===== src/hw/rtl/time_window_statistics_macros.svh =====
// ----------------------------------------------------------------------------
// time_window_statistics_macros
// Assertion shorthands shared by the window statistics RTL.
// ----------------------------------------------------------------------------
`ifndef TIME_WINDOW_STATISTICS_MACROS_SVH
`define TIME_WINDOW_STATISTICS_MACROS_SVH

// expr holds at every clock edge out of reset
`define TWS_ASSERT_ALWAYS(label, expr, msg) \
   label: assert property (@(posedge clock) disable iff (reset) (expr)) else $error(msg);

// ante in this cycle implies cons in the same cycle
`define TWS_ASSERT_IMPLY(label, ante, cons, msg) \
   label: assert property (@(posedge clock) disable iff (reset) (ante) |-> (cons)) \
      else $error(msg);

// ante in this cycle implies cons in the next cycle
`define TWS_ASSERT_NEXT(label, ante, cons, msg) \
   label: assert property (@(posedge clock) disable iff (reset) (ante) |=> (cons)) \
      else $error(msg);

`endif


===== src/hw/rtl/tws_pkg.sv =====
// ----------------------------------------------------------------------------
// tws_pkg
// Constants, command codes and status bundle of the window statistics block.
// ----------------------------------------------------------------------------
package tws_pkg;

   localparam int CAPACITY  = 64;
   localparam int SLOTS     = CAPACITY + 1;          // one spare slot before trimming
   localparam int IDX_W     = $clog2(SLOTS);
   localparam int CNT_W     = 7;
   localparam int VAL_W     = 32;
   localparam int TIME_W    = 32;
   localparam int ENTRY_W   = TIME_W + VAL_W;
   localparam int WGT_W     = $clog2(CAPACITY * (CAPACITY + 1) / 2 + 1);
   localparam int SUM_W     = VAL_W + WGT_W;
   localparam int REM_W     = WGT_W + 1;
   localparam int DCNT_W    = $clog2(SUM_W + 1);

   localparam int REQ_W     = 64;
   localparam int RSP_W     = 112;

   // result beat layout
   localparam int RSP_TOTAL_LO = 0;
   localparam int RSP_POP_BIT  = 7;
   localparam int RSP_MEAN_LO  = 8;
   localparam int RSP_QUART_LO = 40;
   localparam int RSP_WMEAN_LO = 72;
   localparam int RSP_SIGN_LO  = 104;
   localparam int RSP_DROP_BIT = 106;

   localparam int CSR_IDX_W  = 8;
   localparam int CSR_DATA_W = 32;
   localparam logic [CSR_IDX_W-1:0] REG_TIME_SPAN = CSR_IDX_W'(0);
   localparam logic [CSR_IDX_W-1:0] REG_MIN_SIZE  = CSR_IDX_W'(1);
   localparam logic [TIME_W-1:0]    TIME_SPAN_RESET = TIME_W'(1000);
   localparam logic [CNT_W-1:0]     MIN_SIZE_RESET  = CNT_W'(1);

   localparam logic REQ_PUSH  = 1'b0;
   localparam logic REQ_CLEAR = 1'b1;

   localparam logic [1:0] SIGN_NONE = 2'b00;
   localparam logic [1:0] SIGN_POS  = 2'b01;
   localparam logic [1:0] SIGN_NEG  = 2'b11;

   typedef enum logic [5:0] {
      CMD_NONE,
      CMD_START,
      CMD_CLEAR,
      CMD_T_READ,
      CMD_T_STEP,
      CMD_T_PLACE0,
      CMD_S_READ,
      CMD_S_STEP,
      CMD_S_PLACE0,
      CMD_E_READ,
      CMD_V_BEGIN,
      CMD_F_READ,
      CMD_F_STEP,
      CMD_SH_READ,
      CMD_SH_STEP,
      CMD_TS_INIT,
      CMD_TS_READ,
      CMD_TS_STEP,
      CMD_V_END,
      CMD_AGES,
      CMD_A_INIT,
      CMD_A_READ,
      CMD_A_STEP,
      CMD_Q_READA,
      CMD_Q_READB,
      CMD_Q_FIN,
      CMD_D_INIT_MEAN,
      CMD_D_INIT_WMEAN,
      CMD_D_STEP,
      CMD_D_FIN_MEAN,
      CMD_D_FIN_WMEAN,
      CMD_OUT
   } cmd_type;

   typedef struct packed {
      logic ptr_zero;
      logic ptr_last;
      logic t_less;
      logic s_greater;
      logic sv_match;
      logic evict_age;
      logic over_cap;
      logic dropped;
      logic populated;
      logic div_done;
      logic out_busy;
   } status_type;

endpackage


===== src/hw/rtl/tws_ctrl.sv =====
// ----------------------------------------------------------------------------
// tws_ctrl
// Sequencer: walks insert, trim, accumulate, quartile and divide phases per push beat.
// ----------------------------------------------------------------------------
module tws_ctrl
   import tws_pkg::*;
(
   input  logic       clock,
   input  logic       reset,
   input  logic       req_valid,
   input  logic       req_kind,
   output logic       req_ready,
   input  status_type status,
   output cmd_type    cmd
);

   typedef enum logic [4:0] {
      ST_IDLE,
      ST_T_RD,
      ST_T_STEP,
      ST_S_RD,
      ST_S_STEP,
      ST_E_RD,
      ST_E_CHK,
      ST_F_RD,
      ST_F_STEP,
      ST_SH_RD,
      ST_SH_STEP,
      ST_TS_RD,
      ST_TS_STEP,
      ST_AGES,
      ST_A_INIT,
      ST_A_RD,
      ST_A_STEP,
      ST_Q_A,
      ST_Q_B,
      ST_Q_FIN,
      ST_DM_INIT,
      ST_DM,
      ST_DW_INIT,
      ST_DW,
      ST_WAIT_OUT
   } state_type;

   state_type state_ff;
   state_type state_in;

   assign req_ready = (state_ff == ST_IDLE);

   always_comb begin
      cmd      = CMD_NONE;
      state_in = state_ff;
      case (state_ff)
         ST_IDLE: begin
            if (req_valid) begin
               if (req_kind == REQ_CLEAR) begin
                  cmd      = CMD_CLEAR;
                  state_in = ST_WAIT_OUT;
               end else begin
                  cmd      = CMD_START;
                  state_in = ST_T_RD;
               end
            end
         end
         ST_T_RD: begin
            cmd      = status.ptr_zero ? CMD_T_PLACE0 : CMD_T_READ;
            state_in = status.ptr_zero ? ST_S_RD : ST_T_STEP;
         end
         ST_T_STEP: begin
            cmd      = CMD_T_STEP;
            state_in = status.t_less ? ST_T_RD : ST_S_RD;
         end
         ST_S_RD: begin
            cmd      = status.ptr_zero ? CMD_S_PLACE0 : CMD_S_READ;
            state_in = status.ptr_zero ? ST_E_RD : ST_S_STEP;
         end
         ST_S_STEP: begin
            cmd      = CMD_S_STEP;
            state_in = status.s_greater ? ST_S_RD : ST_E_RD;
         end
         ST_E_RD: begin
            cmd      = CMD_E_READ;
            state_in = ST_E_CHK;
         end
         ST_E_CHK: begin
            if (status.evict_age || status.over_cap) begin
               cmd      = CMD_V_BEGIN;
               state_in = ST_F_RD;
            end else begin
               cmd      = CMD_AGES;
               state_in = ST_A_INIT;
            end
         end
         ST_F_RD: begin
            cmd      = CMD_F_READ;
            state_in = ST_F_STEP;
         end
         ST_F_STEP: begin
            cmd      = CMD_F_STEP;
            state_in = status.sv_match ? ST_SH_RD : ST_F_RD;
         end
         ST_SH_RD: begin
            cmd      = status.ptr_last ? CMD_TS_INIT : CMD_SH_READ;
            state_in = status.ptr_last ? ST_TS_RD : ST_SH_STEP;
         end
         ST_SH_STEP: begin
            cmd      = CMD_SH_STEP;
            state_in = ST_SH_RD;
         end
         ST_TS_RD: begin
            if (status.ptr_last) begin
               cmd      = CMD_V_END;
               // a capacity drop ends trimming
               state_in = status.dropped ? ST_AGES : ST_E_RD;
            end else begin
               cmd      = CMD_TS_READ;
               state_in = ST_TS_STEP;
            end
         end
         ST_TS_STEP: begin
            cmd      = CMD_TS_STEP;
            state_in = ST_TS_RD;
         end
         ST_AGES: begin
            cmd      = CMD_AGES;
            state_in = ST_A_INIT;
         end
         ST_A_INIT: begin
            cmd      = status.populated ? CMD_A_INIT : CMD_NONE;
            state_in = status.populated ? ST_A_RD : ST_WAIT_OUT;
         end
         ST_A_RD: begin
            cmd      = CMD_A_READ;
            state_in = ST_A_STEP;
         end
         ST_A_STEP: begin
            cmd      = CMD_A_STEP;
            state_in = status.ptr_last ? ST_Q_A : ST_A_RD;
         end
         ST_Q_A: begin
            cmd      = CMD_Q_READA;
            state_in = ST_Q_B;
         end
         ST_Q_B: begin
            cmd      = CMD_Q_READB;
            state_in = ST_Q_FIN;
         end
         ST_Q_FIN: begin
            cmd      = CMD_Q_FIN;
            state_in = ST_DM_INIT;
         end
         ST_DM_INIT: begin
            cmd      = CMD_D_INIT_MEAN;
            state_in = ST_DM;
         end
         ST_DM: begin
            cmd      = status.div_done ? CMD_D_FIN_MEAN : CMD_D_STEP;
            state_in = status.div_done ? ST_DW_INIT : ST_DM;
         end
         ST_DW_INIT: begin
            cmd      = CMD_D_INIT_WMEAN;
            state_in = ST_DW;
         end
         ST_DW: begin
            cmd      = status.div_done ? CMD_D_FIN_WMEAN : CMD_D_STEP;
            state_in = status.div_done ? ST_WAIT_OUT : ST_DW;
         end
         ST_WAIT_OUT: begin
            cmd      = status.out_busy ? CMD_NONE : CMD_OUT;
            state_in = status.out_busy ? ST_WAIT_OUT : ST_IDLE;
         end
         default: begin
            state_in = ST_IDLE;
         end
      endcase
   end

   always_ff @(posedge clock) begin
      if (reset) begin
         state_ff <= ST_IDLE;
      end else begin
         state_ff <= state_in;
      end
   end

endmodule


===== config.mk =====
export PLATFORM = sky130hd
export DESIGN_NAME = tws_ctrl
export DESIGN_NICKNAME = d
export VERILOG_FILES = /design/src/hw/rtl/time_window_statistics_macros.svh /design/src/hw/rtl/tws_pkg.sv /design/src/hw/rtl/tws_ctrl.sv
export SDC_FILE = /design/constraint.sdc
export NUM_CORES = 1
export LEC_CHECK = 0
export BUFFER_PORTS_ARGS = -buffer_cell sky130_fd_sc_hd__buf_2
export CAP_MARGIN = 10
export CORE_ASPECT_RATIO = 0.9
export CORE_UTILIZATION = 30
export CTS_BUF_LIST = sky130_fd_sc_hd__clkbuf_2 sky130_fd_sc_hd__clkbuf_4 sky130_fd_sc_hd__clkbuf_8
export DETAILED_ROUTE_END_ITERATION = 7
export GPL_ROUTABILITY_DRIVEN = 0
export PLACE_DENSITY = 0.51
export SYNTH_ARGS = -nofsm -noshare
export SYNTH_HDL_FRONTEND = slang
export SYNTH_SLANG_ARGS = --single-unit

===== constraint.sdc =====
create_clock -name clock -period 2.5 [get_ports clock]
set_input_delay 0.75 -clock clock [delete_from_list [all_inputs] [get_ports clock]]
set_output_delay 0.75 -clock clock [all_outputs]
set_load 0.03 [all_outputs]

* After elaboration in Yosys (flattened, before gate mapping)
Index checks and enable logic that the tools add are counted.
** Cells by class
- Reductions and logical operators :: 2
- Eq/ne operators :: 25
- Multiplexer cells :: 29
** Operator list (number)
- 5-bit case mux with 25 select lines :: 2
- 5-bit == test (second input constant) :: 9
- 5-bit by 4-bit == test with 1-bit output (second input constant) :: 8
- 5-bit 2-to-1 mux :: 8
- 4-bit 2-to-1 mux :: 6
- 5-bit by 3-bit == test with 1-bit output (second input constant) :: 4
- 2-bit 2-to-1 mux :: 7
- 5-bit by 2-bit == test with 1-bit output (second input constant) :: 2
- 3-bit 2-to-1 mux :: 2
- 5-bit by 1-bit == test with 1-bit output (second input constant) :: 1
- 5-bit zero test :: 1
- 1-bit 2-to-1 mux :: 4
- 2-bit != test (second input constant) :: 1
- 1-bit logical OR :: 1
** Word-level totals
- Register bits after elaboration :: 5
- Word-level logic and storage cells :: 57
- Bits of input ports :: 15
- Output and inout port bits :: 7

* Longest topological paths before layout
- Depth in word-level cells :: 3
- Depth in mapped cells :: 6
- Mapped depth without buffers :: 6

* Worst setup path after synthesis
No wires, ideal clock.
- Path kind :: register to output
- Start :: register state_ff[0]
- End :: output port cmd[0]
- Data required time :: 1.750 ns
- Buffers on the path :: 0
- Arrival time :: 1.749 ns
- Cell stages (with the launch flop) :: 7
- Path slack :: 0.001 ns
- Cells stage by stage :: dfxtp_1 or2_1 nor2_1 nand2_1 inv_1 nand2_1 o2111ai_1
** On the way
- Word-level cells in the longest chain between the ends :: 2
- Elaborated cells on any way between the ends :: 26
- Those cells by class :: 24 x eq/ne; 1 x mux; 1 x reduce/logical
** RTL lines
- from (decl) :: line tws_ctrl.sv:45 : state_type state_ff;
- from (signal assigned) :: line tws_ctrl.sv:182 : state_ff <= state_in;
- 5-bit zero test
- via req_ready :: line tws_ctrl.sv:12 : output logic req_ready,
- 5-bit case mux with 25 select lines :: line tws_ctrl.sv:53 : case (state_ff)
- to (decl) :: line tws_ctrl.sv:14 : output cmd_type cmd
The timed path passes the listed nets, and every way through them passes these cells.

* Worst setup path after layout
- Start :: input port status[9] (netlist name)
- End :: output port cmd[1]
** On the way
- Word-level cells in the longest chain between the ends :: 2
- Elaborated cells on any way between the ends :: 3
- Those cells by class :: 3 x mux
** RTL lines
- from (decl) :: line tws_ctrl.sv:13 : input status_type status,
- 2-bit 2-to-1 mux (on tied branches) :: line tws_ctrl.sv:111, tws_ctrl.sv:103
- 5-bit case mux with 25 select lines (*) :: line tws_ctrl.sv:53
Every way passes the cells marked *; elsewhere a longest branch is shown, timed or not.

==> results_dict.tcl <==
set metrics [dict create \
    clock_skew_ns 0.00393 \
    die_x_um 59.5 \
    arrival_ns 1.81 \
    coreArea_um2 2790 \
    viasPerCell 5.76 \
    cap_violations 0 \
    ys_types 49 \
    finalCritPeriodShare_pct 103 \
    place_hpwl_mm 2.22 \
    crit_path_max_fanout 5 \
    synth.avg_cell_area_um2 6.43 \
    power.leakage_uw 0.000565 \
    period_minus_slack_ns 2.56 \
    initial_utilization_pct 32.0 \
    setup.worst_path.class "primary input to output pin" \
    syn_nets 154 \
    path_clk_slew_ns 0.04 \
    violations "setup timing" \
    outcome "finished with violations" \
    nFillCells 276 \
    routed_wl_mm 3.51 \
    slew_viol_final 0 \
    final_nets 195 \
    diodes 0 \
    cts-root-buf "clkbuf_4" \
    yosys_register_bits 5 \
    rows 18 \
    wl_per_cell_um 16.0 \
    cts_max_level 1 \
    cp-end-kind "output pin" \
    clockBufferDepth 2 \
    antenna_found_initial 0 \
    rsz0062_at_grt "true" \
    synthFlopType "dfxtp_1" \
    reg_top3 "state_ff x5" \
    synth-edff-count 0 \
    drtIter0Drc 71 \
    synth-warning-count 0 \
    grt_max_degree 25 \
    grt_overflow 0 \
    clock-sinks 5 \
    vias 1261 \
    synth_area_um2 893 \
    drcViolationCount 0 \
    syn_inst 139 \
    ir_drop_v 0.000763 \
    setup_viol 4 \
    cts_tree "done" \
    ys_seq_area_share_pct 11.2 \
    drive_gt1_share_pct 43.0 \
    fp.dieH_um 53.8 \
    holdBufCountCts 0 \
    area_delta_synth_final_pct 62.3 \
    die-area_um2 3200 \
    clock_latency_ns 0.24 \
    cts_made_buffers 3 \
    yosys-top-cells-area "dfxtp_1 (11%), o21ai_0 (6.2%), nand2_1 (5.9%)" \
    numPortBuffers 20 \
    top_register "state_ff" \
    grt_pass1_vias 1092 \
    largest_reg_flops 5 \
    fin_ws_ns -0.0642 \
    ys_async_sr_fraction_pct 0 \
    drt_first_pass_iters 4 \
    hold_path.class "flop to flop" \
    finalHoldViolations 0 \
    grt_pass1_wl_mm 5.39 \
    cp-start-kind "primary input" \
    whs_ns 0.779 \
    final_util_pct 51.9 \
    max_freq_mhz 390 \
    track_usage_pct 23.0 \
    postRouteAntennaNets 0 \
    yosys.area.top_type "dfxtp_1" \
    top_level_ports 22 \
    p_per_area_nw_per_um2 1370 \
    yosysTopAreaCellShare_pct 11.2 \
    worst_ep_required_time_ns 1.75 \
]
## synthesized netlist by cell type, types with 2 or more instances
cell	n
nand2_1	14
o21ai_0	11
a21oi_1	10
nor2_1	9
a31oi_1	8
buf_2	6
nand3_1	6
nor2b_1	6
o22ai_1	6
dfxtp_1	5
inv_1	4
nand2b_1	4
nor3_1	4
and3_1	3
buf_4	3
buf_1	2
inv_2	2
nand4_1	2
o2111ai_1	2
o21ai_1	2
o32ai_1	2
## path summary, 6_finish.rpt
path | start | endpoint | slack, ns | cells after the start
worst max-delay path | status[9] | cmd[1] | -0.06 | 6
worst min-delay path | state_ff[1] | state_ff[4] | 0.78 | 4
worst max register to register | state_ff[0] | state_ff[1] | 0.83 | 7
worst min register to register | state_ff[1] | state_ff[4] | 0.78 | 4
## final cells by class
type,instances,area (um2),area share (%)
sequential,5,106,7.33
multi-input combinational,116,773,53.3
inverter,6,25.0,1.73
clock buffer,4,30.0,2.07
tap,40,50.0,3.45
timing repair buffer,48,465,32.1
## worst max-delay path: stages
cell	delay (ns)
buf_2	0.14
a21oi_2	0.15
o31ai_2	0.08
a2111oi_2	0.36
o211ai_1	0.14
buf_4	0.19
## metal layers
layer	track usage [%]	routed length (um)
met1	31.1	1570
met2	39.3	1690
met3	1.92	197
met4	6.59	48
met5	0	0
## stage by stage
stage	instances	instance area [um2]	TNS (ns)	worst slack, ns	total power (uW)
2_1_floorplan	139	893	0	0.00104	1060
3_3_place_gp	205	1130	-0.237	-0.159	1480
3_5_place_dp	205	1130	-0.190	-0.138	1480
4_1_cts	218	1420	-0.0794	-0.0594	1910
5_1_grt	219	1450	-0.421	-0.164	2100
6_report	219	1450	-0.120	-0.0642	1990
## kinds of logic (layout without fill, tap and decap cells)
group / Yosys count / after routing / synth area share, %
other: 1 / 1 / 0.420
flip-flops: 5 / 5 / 11.2
buffers and inverters: 18 / 58 / 10.5
AO/OA/AOI/OAI: 56 / 56 / 42.4
XOR/XNOR: 1 / 1 / 0.981
AND/OR/NAND/NOR: 58 / 58 / 34.5
## cells in the final DEF (no fill, tap or decap), types with 2 or more instances in the layout
cell type / n
buf_4: 20
buf_2: 15
nand2_1: 11
o21ai_0: 10
a21oi_1: 9
nor2_1: 8
a31oi_1: 7
o22ai_1: 6
nand3_1: 6
buf_6: 6
clkbuf_4: 4
buf_12: 4
inv_1: 3
nor2b_4: 3
nand2b_1: 3
nand2_2: 3
and3_1: 3
o21ai_1: 3
nor2b_1: 3
nor3_1: 3
a21oi_2: 2
nor3_2: 2
nand4_1: 2
inv_2: 2
o2111ai_1: 2
bufbuf_16: 2
dfxtp_2: 2
dfxtp_1: 2
## what timing repair did
item / 4_1_cts / 5_1_grt
setup buffers: 6 / 1
setup endpoints to repair: 4 / 5
pin swaps: 10 / 0
resized for setup: 31 / 9
gates cloned: 3 / 0
## where the power goes
group,internal (uW),leakage [uW],switching [uW],total [uW]
clock network,71.1,0.0000184,32.1,103
registers,119,0.0000426,58.5,178
logic,788,0.000504,917,1710
(Power assumes the default switching activity.)
